<file path="config.mk">
export PLATFORM = sky130hd
export DESIGN_NAME = keyboard_report_to_key_events_core
export DESIGN_NICKNAME = d
export VERILOG_FILES = /design/src/rtl/core/kre_pkg.sv /design/src/rtl/core/kre_ctrl.sv /design/src/rtl/core/kre_dp.sv /design/src/rtl/core/keyboard_report_to_key_events_core.sv
export VERILOG_INCLUDE_DIRS = /design/src /design/src/rtl/core
export SDC_FILE = /design/constraint.sdc
export NUM_CORES = 1
export LEC_CHECK = 0
export BUFFER_PORTS_ARGS = -buffer_cell sky130_fd_sc_hd__buf_2
export CAP_MARGIN = 20
export CORE_MARGIN = 4
export CORE_UTILIZATION = 61
export DETAILED_ROUTE_END_ITERATION = 8
export GPL_TIMING_DRIVEN = 0
export PLACE_DENSITY = 0.87
export SETUP_SLACK_MARGIN = 0.02
export SKIP_CTS_REPAIR_TIMING = 1
export SYNTH_ARGS = -nofsm -noshare
export SYNTH_HDL_FRONTEND = slang
export SYNTH_SLANG_ARGS = --single-unit
</file>
<file path="constraint.sdc">
create_clock -name clk -period 3.5 [get_ports clk]
set_input_delay 0.525 -clock clk [delete_from_list [all_inputs] [get_ports clk]]
set_output_delay 0.525 -clock clk [all_outputs]
set_load 0.03 [all_outputs]
</file>
<file path="src/rtl/core/keyboard_report_to_key_events_core_defines.svh">
// ----------------------------------------------------------------------------
// keyboard report to key events - assertion macros
// shared property templates for the core's checks
// ----------------------------------------------------------------------------
`ifndef KEYBOARD_REPORT_TO_KEY_EVENTS_CORE_DEFINES_SVH
`define KEYBOARD_REPORT_TO_KEY_EVENTS_CORE_DEFINES_SVH

// same-cycle implication, disabled in reset
`define KRE_ASSERT_SAME(label, clk, rst, ante, cons) \
  label: assert property (@(posedge clk) disable iff (rst) (ante) |-> (cons)) \
    else $error("kre check failed");

// next-cycle implication, disabled in reset
`define KRE_ASSERT_NEXT(label, clk, rst, ante, cons) \
  label: assert property (@(posedge clk) disable iff (rst) (ante) |=> (cons)) \
    else $error("kre check failed");

`endif

</file>
<file path="src/rtl/core/kre_pkg.sv">
// ----------------------------------------------------------------------------
// kre_pkg
// types, constants and lookup shared by the key event core
// ----------------------------------------------------------------------------
`default_nettype none

package kre_pkg;

  localparam int PAYLOAD_W = 56;
  localparam int CNT_W     = 6;

  // report ids
  localparam logic [7:0] ID_CONSUMER = 8'd1;
  localparam logic [7:0] ID_PAGE4    = 8'd4;
  localparam logic [7:0] ID_PAGE5    = 8'd5;
  localparam logic [7:0] ID_PAGE6    = 8'd6;

  // key index bases; first bitmap key sits eight indices above the base
  localparam int BASE_PAGE4 = 0;
  localparam int BASE_PAGE5 = 64;
  localparam int BASE_PAGE6 = 192;
  localparam logic [7:0] FIRST_PAGE4 = 8'(BASE_PAGE4 + 8);
  localparam logic [7:0] FIRST_PAGE5 = 8'(BASE_PAGE5 + 8);
  localparam logic [7:0] FIRST_PAGE6 = 8'(BASE_PAGE6 + 8);
  localparam logic [7:0] BASE_CONSUMER = 8'd128;

  // item kinds
  localparam logic ITEM_KEY  = 1'b0;
  localparam logic ITEM_SYNC = 1'b1;

  localparam int NUM_CODES = 11;
  localparam logic [7:0] CONSUMER_CODES [NUM_CODES] = '{
    8'd234, 8'd233, 8'd131, 8'd226, 8'd183, 8'd182,
    8'd205, 8'd181, 8'd138, 8'd35,  8'd146
  };

  typedef struct packed {
    logic [7:0]           report_id;
    logic [PAYLOAD_W-1:0] payload;
  } rpt_t;

  typedef struct packed {
    logic       item_kind;
    logic [7:0] key_index;
    logic       pressed;
    logic       last;
  } evt_t;

  typedef struct packed {
    logic hit;
    logic [3:0] idx;
  } code_hit_t;

  // controller to datapath
  typedef struct packed {
    logic capture;
    logic advance;
    logic emit_key;
    logic emit_cons;
    logic emit_sync;
  } kre_cmd_t;

  // datapath to controller
  typedef struct packed {
    logic in_bitmap;
    logic in_consumer;
    logic bit_set;
    logic bit_last;
    logic out_free;
    logic cons_pend;
  } kre_sts_t;

  // match a consumer code against the known list
  function automatic code_hit_t consumer_lookup(input logic [7:0] code);
    code_hit_t r;
    r.hit = 1'b0;
    r.idx = 4'd0;
    for (int c = 0; c < NUM_CODES; c++) begin
      if (code == CONSUMER_CODES[c]) begin
        r.hit = 1'b1;
        r.idx = 4'(c);
      end
    end
    return r;
  endfunction

endpackage

`default_nettype wire

</file>
<file path="src/rtl/core/kre_ctrl.sv">
// ----------------------------------------------------------------------------
// kre_ctrl
// sequencer: capture, bitmap scan, consumer events, sync
// ----------------------------------------------------------------------------
`default_nettype none

module kre_ctrl import kre_pkg::*; (
  input  wire logic     clk,
  input  wire logic     rst,
  input  wire logic     rpt_valid,
  output logic          rpt_stall,
  input  wire kre_sts_t sts,
  output kre_cmd_t      cmd
);

  localparam logic [1:0] ST_IDLE = 2'd0;
  localparam logic [1:0] ST_SCAN = 2'd1;
  localparam logic [1:0] ST_CONS = 2'd2;
  localparam logic [1:0] ST_SYNC = 2'd3;

  logic [1:0] state;
  logic [1:0] state_next;

  assign rpt_stall = (state != ST_IDLE);

  // next state and commands
  always_comb begin
    state_next = state;
    cmd = '0;
    case (state)
      ST_IDLE: begin
        if (rpt_valid) begin
          cmd.capture = 1'b1;
          if (sts.in_bitmap) begin
            state_next = ST_SCAN;
          end else if (sts.in_consumer) begin
            state_next = ST_CONS;
          end else begin
            state_next = ST_SYNC;
          end
        end
      end
      ST_SCAN: begin
        if (!sts.bit_set || sts.out_free) begin
          cmd.advance  = 1'b1;
          cmd.emit_key = sts.bit_set;
          if (sts.bit_last) begin
            state_next = ST_SYNC;
          end
        end
      end
      ST_CONS: begin
        if (!sts.cons_pend) begin
          state_next = ST_SYNC;
        end else if (sts.out_free) begin
          cmd.emit_cons = 1'b1;
        end
      end
      ST_SYNC: begin
        if (sts.out_free) begin
          cmd.emit_sync = 1'b1;
          state_next = ST_IDLE;
        end
      end
      default: begin
        state_next = ST_IDLE;
      end
    endcase
  end

  // state register
  always_ff @(posedge clk) begin
    if (rst) begin
      state <= ST_IDLE;
    end else begin
      state <= state_next;
    end
  end

endmodule

`default_nettype wire

</file>
<file path="src/rtl/core/kre_dp.sv">
// ----------------------------------------------------------------------------
// kre_dp
// page copies, difference shifter, consumer event slots and output register
// ----------------------------------------------------------------------------
`default_nettype none

module kre_dp import kre_pkg::*; (
  input  wire logic     clk,
  input  wire logic     rst,
  input  wire rpt_t     rpt,
  output evt_t          evt,
  output logic          evt_valid,
  input  wire logic     evt_stall,
  input  wire kre_cmd_t cmd,
  output kre_sts_t      sts
);

  logic [PAYLOAD_W-1:0] prev_page4;
  logic [PAYLOAD_W-1:0] prev_page5;
  logic [PAYLOAD_W-1:0] prev_page6;
  logic [7:0]           prev_cons;

  logic [PAYLOAD_W-1:0] diff;
  logic [PAYLOAD_W-1:0] now_bits;
  logic [7:0]           key_idx;
  logic [CNT_W-1:0]     bit_cnt;

  // two consumer event slots, slot 0 goes out first
  logic       s0_v, s1_v;
  logic [7:0] s0_idx, s1_idx;
  logic       s0_pr, s1_pr;

  // capture-time values
  logic [PAYLOAD_W-1:0] prev_sel;
  logic [7:0]           first_sel;
  code_hit_t            now_hit, old_hit;
  logic                 differ, press_v, rel_v;
  logic [7:0]           press_idx, rel_idx;
  logic                 c0_v, c1_v, c0_pr, c1_pr;
  logic [7:0]           c0_idx, c1_idx;

  // status to controller
  assign sts.in_bitmap   = (rpt.report_id == ID_PAGE4) || (rpt.report_id == ID_PAGE5) ||
                           (rpt.report_id == ID_PAGE6);
  assign sts.in_consumer = (rpt.report_id == ID_CONSUMER);
  assign sts.bit_set     = diff[0];
  assign sts.bit_last    = (bit_cnt == CNT_W'(PAYLOAD_W - 1));
  assign sts.out_free    = !evt_valid || !evt_stall;
  assign sts.cons_pend   = s0_v;

  // pick the stored page and first key index
  always_comb begin
    case (rpt.report_id)
      ID_PAGE4: begin
        prev_sel  = prev_page4;
        first_sel = FIRST_PAGE4;
      end
      ID_PAGE5: begin
        prev_sel  = prev_page5;
        first_sel = FIRST_PAGE5;
      end
      ID_PAGE6: begin
        prev_sel  = prev_page6;
        first_sel = FIRST_PAGE6;
      end
      default: begin
        prev_sel  = '0;
        first_sel = FIRST_PAGE4;
      end
    endcase
  end

  // consumer press and release, ordered by code position
  always_comb begin
    now_hit   = consumer_lookup(rpt.payload[7:0]);
    old_hit   = consumer_lookup(prev_cons);
    differ    = (rpt.payload[7:0] != prev_cons);
    press_v   = now_hit.hit && differ;
    rel_v     = old_hit.hit && differ;
    press_idx = BASE_CONSUMER + {4'd0, now_hit.idx};
    rel_idx   = BASE_CONSUMER + {4'd0, old_hit.idx};
    c0_v   = press_v || rel_v;
    c1_v   = press_v && rel_v;
    c0_idx = rel_idx;
    c0_pr  = 1'b0;
    c1_idx = press_idx;
    c1_pr  = 1'b1;
    if (press_v && (!rel_v || (now_hit.idx < old_hit.idx))) begin
      c0_idx = press_idx;
      c0_pr  = 1'b1;
      c1_idx = rel_idx;
      c1_pr  = 1'b0;
    end
  end

  // control registers and page copies
  always_ff @(posedge clk) begin
    if (rst) begin
      evt_valid  <= 1'b0;
      s0_v       <= 1'b0;
      s1_v       <= 1'b0;
      bit_cnt    <= '0;
      prev_page4 <= '0;
      prev_page5 <= '0;
      prev_page6 <= '0;
      prev_cons  <= '0;
    end else begin
      if (cmd.emit_key || cmd.emit_cons || cmd.emit_sync) begin
        evt_valid <= 1'b1;
      end else if (!evt_stall) begin
        evt_valid <= 1'b0;
      end
      if (cmd.capture) begin
        bit_cnt <= '0;
        case (rpt.report_id)
          ID_CONSUMER: begin
            prev_cons <= rpt.payload[7:0];
            s0_v      <= c0_v;
            s1_v      <= c1_v;
          end
          ID_PAGE4: prev_page4 <= rpt.payload;
          ID_PAGE5: prev_page5 <= rpt.payload;
          ID_PAGE6: prev_page6 <= rpt.payload;
          default: begin
          end
        endcase
      end else begin
        if (cmd.advance) begin
          bit_cnt <= bit_cnt + CNT_W'(1);
        end
        if (cmd.emit_cons) begin
          s0_v <= s1_v;
          s1_v <= 1'b0;
        end
      end
    end
  end

  // payload registers
  always_ff @(posedge clk) begin
    if (cmd.capture) begin
      diff     <= rpt.payload ^ prev_sel;
      now_bits <= rpt.payload;
      key_idx  <= first_sel;
      s0_idx   <= c0_idx;
      s0_pr    <= c0_pr;
      s1_idx   <= c1_idx;
      s1_pr    <= c1_pr;
    end else begin
      if (cmd.advance) begin
        diff     <= diff >> 1;
        now_bits <= now_bits >> 1;
        key_idx  <= key_idx + 8'd1;
      end
      if (cmd.emit_cons) begin
        s0_idx <= s1_idx;
        s0_pr  <= s1_pr;
      end
    end
    // output register
    if (cmd.emit_key) begin
      evt.item_kind <= ITEM_KEY;
      evt.key_index <= key_idx;
      evt.pressed   <= now_bits[0];
      evt.last      <= 1'b0;
    end else if (cmd.emit_cons) begin
      evt.item_kind <= ITEM_KEY;
      evt.key_index <= s0_idx;
      evt.pressed   <= s0_pr;
      evt.last      <= 1'b0;
    end else if (cmd.emit_sync) begin
      evt.item_kind <= ITEM_SYNC;
      evt.key_index <= 8'd0;
      evt.pressed   <= 1'b0;
      evt.last      <= 1'b1;
    end
  end

endmodule

`default_nettype wire

</file>
<file path="src/rtl/core/keyboard_report_to_key_events_core.sv">
// ----------------------------------------------------------------------------
// keyboard_report_to_key_events_core
// turns keyboard reports into key press/release events and a sync item
//
// channel  dir  payload  transaction
// rpt      in   rpt_t    one report: id byte and 56 payload bits
// evt      out  evt_t    one key event, or the sync item closing a report
//
// bitmap reports (ids 4, 5, 6): capture, a scan of the payload bits in
// the difference shifter, then the sync item. consumer reports (id 1)
// give up to two events before sync, other ids only the sync item.
// stalls on evt add cycles only where an event is waiting to go out.
// a new report is taken while the final sync item still waits in the
// output register. reset clears all stored pages and the consumer code.
// ----------------------------------------------------------------------------
`default_nettype none

`include "keyboard_report_to_key_events_core_defines.svh"

module keyboard_report_to_key_events_core import kre_pkg::*; (
  input  wire logic clk,
  input  wire logic rst,
  input  wire logic rpt_valid,
  output logic      rpt_stall,
  input  wire rpt_t rpt,
  output logic      evt_valid,
  input  wire logic evt_stall,
  output evt_t      evt
);

  kre_cmd_t cmd;
  kre_sts_t sts;

  // sequencer
  kre_ctrl u_ctrl (
    .clk       (clk),
    .rst       (rst),
    .rpt_valid (rpt_valid),
    .rpt_stall (rpt_stall),
    .sts       (sts),
    .cmd       (cmd)
  );

  // datapath
  kre_dp u_dp (
    .clk       (clk),
    .rst       (rst),
    .rpt       (rpt),
    .evt       (evt),
    .evt_valid (evt_valid),
    .evt_stall (evt_stall),
    .cmd       (cmd),
    .sts       (sts)
  );

  // busy right after a report is taken
  `KRE_ASSERT_NEXT(a_busy_after_capture, clk, rst, rpt_valid && !rpt_stall, rpt_stall)
  // key events only go out while a report is still in work
  `KRE_ASSERT_SAME(a_key_while_busy, clk, rst, evt_valid && (evt.item_kind == ITEM_KEY), rpt_stall)
  // a stalled event stays valid and unchanged
  `KRE_ASSERT_NEXT(a_evt_held, clk, rst, evt_valid && evt_stall, evt_valid && $stable(evt))

endmodule

`default_nettype wire

</file>
Word-level counts from Yosys, hierarchy flattened
Index checks and enable logic that the tools add are counted.

storage, ports and cells
  bits in registers = 335
  bits of input ports = 68
  output and inout bits = 13
  word-level logic and storage cells = 157

cells by class
  add/subtract/negate cells = 4
  magnitude comparators = 1
  eq/ne operators = 38
  multiplexer cells = 65
  bitwise gates (word level) = 1
  reduce and logical (&&, ||, !) cells = 29

operators with widths
  operator               count
  $mux W56               4
  $pmux W56 S3           1
  $eq A8 B8 Y1 const B   20
  $mux W5                22
  $xor A56 B56 Y56       1
  $mux W8                6
  $mux W10               3
  $eq A8 B3 Y1 const B   3
  $mux W1                19
  $add A8 B4 Y8 const A  2
  $eq A8 B6 Y1 const B   2
  $mux W2                8
  $pmux W8 S2            1
  $reduce_and A2 Y1      5
  $add A8 B1 Y8 const B  1
  $eq A8 B1 Y1 const B   1
  $logic_or A1 B1 Y1     8
  $ne A2 B1 Y1 const B   4
  $ne A8 B8 Y1           1
  $pmux W2 S4            1
  $add A6 B1 Y6 const B  1
  $eq A6 B6 Y1 const B   1
  $ne A2 B2 Y1 const B   3
  $reduce_bool A2 Y1     3
  other kinds (9)        17

Logic depth before layout (Yosys ltp)
Gate-level depths: netlist of run 1.

  depth after elaboration = 18
  gate-level depth with buffers = 15
  mapped depth without buffers = 13

By module
Synthesis of run 1 repeated with hierarchy kept, for this count alone.

unflattened totals
  cells, all modules = 1676
  area total of the unflattened synthesis = 15247.1 um^2

by module, submodules not included
  module    instances  cells each  area each (um^2)  seq. area each (um^2)
  kre_dp    1          1647        15015.7           7897.6
  kre_ctrl  1          29          231.5             40.0

Worst setup path before layout of run 1
OpenSTA, ideal clock, no wires.

  path kind = input-to-reg
  from = in rpt[0] (netlist bit)
  to = reg u_dp.s0_idx[2] (data pin)
  library setup time = 0.266 ns
  arrival = 2.877 ns
  required time = 3.234 ns
  setup slack = 0.357 ns
  stages on the path = 14
  path buffers = 3
  cells stage by stage = clkbuf_1 buf_1 o31ai_1 a221oi_1 inv_1 ha_1 o21a_1 o21ai_0 nand2b_1 o311ai_2 o21ai_2 buf_6 mux2i_1 o21ai_1

on the way
  longest elaborated chain between the ends = 16
  elaborated cells between the ends (all ways) = 32
  classes of those cells = add/sub: 1; order compare: 1; eq/ne: 12; mux: 13; reduce/logical: 5

ends and longest elaborated chain
  element                                                 line                                      text
  start, declared                                         keyboard_report_to_key_events_core.sv:25  input wire rpt_t rpt,
  branches (longest 14 deep; another with $add A8 B4 Y8)  --
  $mux W8 *                                               kre_dp.sv:88                              if (press_v && (!rel_v || (now_hit.idx < old_hit.idx))) begin
  $mux W8 *                                               kre_dp.sv:141                             if (cmd.capture) begin
  end signal, assigned                                    kre_dp.sv:145                             s0_idx <= c0_idx;
  end signal, assigned                                    kre_dp.sv:156                             s0_idx <= s1_idx;
  end, declared                                           kre_dp.sv:30                              logic [7:0] s0_idx, s1_idx;

Every way passes the cells marked *.
A chain may end at the register's enable or synchronous reset.

Worst setup path in the final report of run 1
Ends and elaborated chain as after synthesis.

==> results.json, run 1 <==
{
  "outcome": "complete, no violations",
  "mappedNetlistNets": 1853,
  "startpoint_type": "input port",
  "place.detailed.instances": 2175,
  "synth_warnings": 0,
  "fin_crit_ps": 3270,
  "clkSlewWorstSetupHoldPaths_ps": 60,
  "global_route.usage.total_pct": 26.5,
  "edff_count_synth": 139,
  "routed-via-count": 13000,
  "post_drt_wl_per_cell_microns": 17.1,
  "final_design_area_no_fill_sq_um": 17000,
  "regToRegSetupSlack_ps": 270,
  "ant_nets": 0,
  "fin_total_pwr_mw": 11.1,
  "timing.final.hold_violations": 0,
  "tritoncts.num_buffers": 34,
  "ys_async_sr_fraction_pct": 0,
  "postSynthCellCount": 1775,
  "vdd_ir_drop_max_uv": 428,
  "final.setup.worst_slack_ps": 228,
  "number_of_global_route_vias_before_repair": 12300,
  "core_area_sq_um": 24400,
  "detailed_place_hpwl_microns": 25300,
  "met1_usage_pct": 36.0,
  "setup_total_negative_slack_ps": 0,
  "critical_path_required_ps": 3740,
  "initial_utilization_pct": 62.2,
  "die_width_microns": 166,
  "dp_slack_ps": -218,
  "setup.worst_path.end_class": "register",
  "root_buffer": "clkbuf_16",
  "rsz0062_at_grt": "no",
  "timing.setup.critical_path_class": "input port to register",
  "worst_slew_margin_rel_pct": 29.1,
  "met2_usage_pct": 43.1,
  "drc_errors": 0,
  "pwr_density_cell_nw_per_um2": 651,
  "mappedNetlistArea_sq_um": 15200,
  "grt_first_pass_wirelength_microns": 61000,
  "boundary_pin_count": 81,
  "fin_hold_ws_ps": 294,
  "final-setup-viol-count": 0,
  "router_iterations_before_antenna_repair": 7,
  "clock_tree_from_tritoncts": "yes",
  "final_nets": 1966,
  "power_leakage_nw": 6.21,
  "worst_slew_pin_slew_ps": 1060,
  "vias_per_instance": 5.83,
  "final_global_route_overflow_total": 0,
  "clock_skew_ps": 18.2,
  "synth.yosys.seq_area_share_pct": 52.3,
  "final-max-slew-violation-count": 0,
  "maxCapViolCount": 0,
  "layout_worst_path_cycle_share_pct": 93.5,
  "antenna_found_initial": 0,
  "fmax_ghz": 0.306,
  "timing.hold.worst.class": "input port to register",
  "path_max_fanout": 10,
  "antenna_cells": 0,
  "cts-htree-levels": 2,
  "die_height_microns": 166,
  "clkSinkCount": 327,
  "clock_path_buffers": 3,
  "synth_cell_type_count": 61,
  "fp.dieArea_sq_um": 27500,
  "detailedRoute.firstIterationViolations": 1528,
  "grt_max_degree": 64,
  "yosys_register_bits": 327,
  "placement_rows": 57,
  "global_route.usage.met3_pct": 4.91,
  "portBuffers": 75,
  "synthToLayoutAreaGrowth_pct": 12.0,
  "place.gp.congestion": 0.882,
  "post_synth.cell_area_avg_sq_um": 8.55,
  "worst_ep_arrival_time_ps": 3510,
  "clock_latency_ps": 520,
  "synth_ff_type": "dfxtp_1",
  "finalCoreUtilization_pct": 69.7,
  "share_of_cells_above_drive_strength_1_pct": 8.73,
  "final_cell_count_no_fill": 2237,
  "grt-busiest-layer": "met2",
  "dpl-instance-area_sq_um": 16000,
  "routed_wl_microns": 38200
}
## cell families (layout without fill, tap and decap cells)
family,count (synthesis),count (layout),share of synthesized area [%]
fa+ha+maj,10,10,0.825
flops,327,327,52.3
simple gates,809,810,21.7
mux,70,70,4.65
compound gates,339,339,11.9
xor+xnor,77,77,4.44
buf+inv,143,280,4.10
## routing by layer
layer | share of wire (%) | up-vias
met5 | 0 | -
met4 | 2.5 | 0
met3 | 8.9 | 94
met2 | 47 | 642
met1 | 41 | 6165
li1 | - | 6148
## critical path, cell delays in order
cell      delay, ps
clkbuf_1        330
buf_1           460
o31ai_1         170
a221oi_1        470
inv_1            90
ha_1            310
o21a_1          120
o21ai_0          80
nand2b_1         90
o311ai_2        140
o21ai_2         250
buf_6           180
mux2i_1         210
o21ai_1          80
## layout by cell type (no fill, tap or decap), drive strengths merged, types with 5 or more instances in the layout
cell type / count
nand2b: 6
inv: 12
xor2: 62
mux2i: 69
xnor2: 15
nor2: 41
and3: 6
clkinv: 7
clkbuf: 142
o21ai: 127
a21oi: 183
and2: 7
nand4: 7
ha: 10
buf: 117
nand2: 692
a31oi: 5
nand3: 11
dfxtp: 188
edfxtp: 139
a22o: 5
## layout make-up
class | count | area, sq um
buffer | 131 | 578
clock buffer | 52 | 950
clock inverter | 9 | 51.3
fill | 1802 | 7400
inverter | 12 | 45.0
multi-input combinational | 1306 | 6620
sequential | 327 | 7940
tap | 324 | 405
timing repair buffer | 76 | 403
## path summary, 6_finish.rpt
path	startpoint	to	cells past startpoint
setup / recovery	rpt[0]	u_dp.s0_idx[2]	14
setup reg to reg	u_ctrl.state[0]	u_dp.s0_idx[0]	7
hold / removal	rpt[23]	u_dp.prev_page6[23]	3
hold reg to reg	u_dp.prev_page6[23]	u_dp.prev_page6[23]	2
## report_power, final
part,switching [mW],internal (mW),total (mW)
Clock,1.46,1.88,3.34
Combinational,1.54,0.640,2.18
Sequential,0.285,5.25,5.53
Total,3.29,7.77,11.1
## synthesized netlist by cell type, drive strengths merged (7+ instances only)
cell,count,area (sq um)
nand2,692,2600
and2,7,43.8
inv,11,41.3
clkbuf,90,338
nand3,11,55.1
edfxtp,139,4170
dfxtp,188,3760
nand4,7,43.8
buf,41,239
xor2,62,543
ha,10,125
a21oi,183,916
o21ai,127,639
mux2i,69,691
xnor2,15,131
nor2,41,154
## flip-flops by register name (all words and copies together), names as in the netlist, 2 cells and up
register / flops
u_dp.diff: 56
u_dp.evt: 10
u_dp.prev_page5: 56
u_dp.prev_page4: 56
u_dp.bit_cnt: 6
u_dp.now_bits: 56
u_dp.prev_cons: 8
u_dp.s0_idx: 4
u_dp.s1_idx: 4
u_ctrl.state: 2
u_dp.prev_page6: 56
u_dp.key_idx: 8
Power figures use the tool's default switching activity.
==> run 2, diff against run 1 <==
--- a/config.mk
+++ b/config.mk
@@ -9,10 +9,10 @@
 export BUFFER_PORTS_ARGS = -buffer_cell sky130_fd_sc_hd__buf_2
 export CAP_MARGIN = 20
 export CORE_MARGIN = 4
-export CORE_UTILIZATION = 61
+export CORE_UTILIZATION = 65
 export DETAILED_ROUTE_END_ITERATION = 8
 export GPL_TIMING_DRIVEN = 0
-export PLACE_DENSITY = 0.87
+export PLACE_DENSITY = 0.91
 export SETUP_SLACK_MARGIN = 0.02
 export SKIP_CTS_REPAIR_TIMING = 1
 export SYNTH_ARGS = -nofsm -noshare
==> constraint.sdc (replaced) <==
create_clock -name clk -period 4.15 [get_ports clk]
set_input_delay 0.6225 -clock clk [delete_from_list [all_inputs] [get_ports clk]]
set_output_delay 0.6225 -clock clk [all_outputs]
set_load 0.03 [all_outputs]
==> results.json, run 2 (synthesis results as in run 1) <==
{
  "outcome": "complete, no violations",
  "vdd_ir_drop_max_uv": 341,
  "detailedRoute.firstIterationViolations": 1680,
  "boundary_pin_count": 81,
  "vias_per_instance": 5.87,
  "fin_total_pwr_mw": 9.11,
  "layout.cells.most_common": "nand2_1",
  "global_route.usage.total_pct": 29.3,
  "clock_latency_ps": 560,
  "detailed_place_hpwl_microns": 26200,
  "critical_path_required_ps": 4440,
  "placement_rows": 55,
  "grt_first_pass_wirelength_microns": 62900,
  "cts-htree-levels": 1,
  "cpMaxStageDelayCell": "clkbuf_1",
  "holdCritStartpoint": "rpt[24]",
  "tritoncts.num_buffers": 31,
  "routed_wl_microns": 38900,
  "place.detailed.instances": 2164,
  "grt_max_degree": 71,
  "root_buffer": "clkbuf_16",
  "initial_utilization_pct": 66.6,
  "whs_path_depth": 3,
  "timing.setup.critical_path_class": "input port to register",
  "post_drt_wl_per_cell_microns": 17.5,
  "antenna_found_initial": 1,
  "rsz0062_at_grt": "no",
  "place.gp.congestion": 0.926,
  "synthToLayoutAreaGrowth_pct": 11.2,
  "timing.final.hold_violations": 0,
  "layout_worst_path_cycle_share_pct": 84.5,
  "core_area_sq_um": 22800,
  "layout.cells.most_common_list": "nand2_1 (692), dfxtp_1 (188), a21oi_1 (183)",
  "final_nets": 1962,
  "final-setup-viol-count": 0,
  "maxCapViolCount": 0,
  "final-max-slew-violation-count": 0,
  "portBuffers": 75,
  "fp.dieArea_sq_um": 25900,
  "pwr_density_cell_nw_per_um2": 540,
  "fin_crit_ps": 3500,
  "critical_path.max_stage_delay_ps": 600,
  "critical_path.cell_chain": "clkbuf_1 -> clkbuf_1 -> o31ai_1 -> a221oi_1 -> inv_1 -> ha_1 -> o21a_1 -> o21ai_0 -> nand2b_1 -> o311ai_2 -> o21ai_2 -> buf_6 -> mux2i_1 -> o21ai_1",
  "routed-via-count": 13100,
  "power_leakage_nw": 6.16,
  "clock_path_buffers": 3,
  "regToRegEndpoint": "u_dp.now_bits[34]",
  "setup_total_negative_slack_ps": 0,
  "clkSinkCount": 327,
  "number_of_global_route_vias_before_repair": 12900,
  "startpoint_type": "input port",
  "critPathMostFrequentCell": "clkbuf_1",
  "die_width_microns": 161,
  "fmax_ghz": 0.285,
  "timing.rr.start": "u_ctrl.state[0]",
  "timing.hold.worst.class": "input port to register",
  "fin_hold_ws_ps": 347,
  "die_height_microns": 161,
  "r2r_cells": 7,
  "router_iterations_before_antenna_repair": 6,
  "worst_slew_margin_rel_pct": 29.9,
  "clock_skew_ps": 7.28,
  "regToRegSetupSlack_ps": 750,
  "clkSlewWorstSetupHoldPaths_ps": 60,
  "final_cell_count_no_fill": 2223,
  "ant_nets": 0,
  "final_global_route_overflow_total": 0,
  "share_of_cells_above_drive_strength_1_pct": 8.39,
  "clock_tree_from_tritoncts": "yes",
  "worst_slew_pin_slew_ps": 1050,
  "drc_errors": 0,
  "worst_ep_arrival_time_ps": 3800,
  "path_max_fanout": 10,
  "hold-path-endpoint": "u_dp.prev_page5[24]",
  "setup.worst_path.end_class": "register"
}
-- run 2: cell count changes in the layout (fill, tap and decap cells not counted) --
cell / change
clkbuf_16: -4
clkinvlp_4: -2
or2_2: -1
diode_2: +2
clkbuf_8: +1
inv_6: -1
clkinv_2: +1
clkbuf_2: -1
clkbuf_1: +2
-- run 2: worst max-delay path, delay by kind of cell --
| kind | cells | cell delay (ps) |
|---|---|---|
| AND/OR/NAND/NOR | 1 | 100 |
| buffers and inverters | 4 | 1150 |
| AO/OA/AOI/OAI | 7 | 1400 |
| adder cells (fa/ha/maj) | 1 | 290 |
| multiplexers | 1 | 240 |
-- run 2: through the flow --
stage / instance area, sq um / util, % / setup WS [ps]
floorplan: 15200 / - / 910
global placement: 15900 / 70.0 / -322
detailed placement: 16000 / 70.1 / 200
CTS: 16900 / 74.1 / 738
global route: 16900 / 74.1 / 409
finish: 16900 / 74.1 / 645
-- run 2: power breakdown --
group          internal, mW  switching, mW  total, mW
Sequential             4.43          0.247       4.67
Combinational         0.535           1.30       1.84
Clock                  1.42           1.18       2.60
Total                  6.38           2.73       9.11
-- run 2: how the worst max path moves through the flow --
stage | from | end | slack (ps) | cells after the start
CTS | rpt[5] | u_dp.s0_idx[3] | 740 | 14
global placement | rpt_valid | u_dp.now_bits[30] | -320 | 5
global route | rpt[0] | u_dp.s0_idx[3] | 410 | 14
floorplan | rpt[0] | u_dp.s0_idx[2] | 910 | 14
detailed placement | rpt[5] | u_dp.s0_idx[3] | 200 | 14
finish | rpt[5] | u_dp.s0_idx[3] | 650 | 14
-- run 2: layout make-up --
type | count | area (sq um)
flip-flops and latches | 327 | 7940
multi-input cells | 1305 | 6620
fillers | 1572 | 5900
clock buffers | 50 | 867
plain buffers | 131 | 577
repair buffers | 76 | 403
well taps | 313 | 392
inverters | 12 | 45.0
clock inverters | 7 | 32.5
diodes | 2 | 5.00
-- run 2: routing by layer --
layer  up-vias  wire length, microns  track usage, %
met5         -                     0               0
met1      6069                 15200            37.9
met3       128                  3720            5.31
li1       6139                     -               -
met2       719                 18400            48.8
met4         0                  1470            12.1
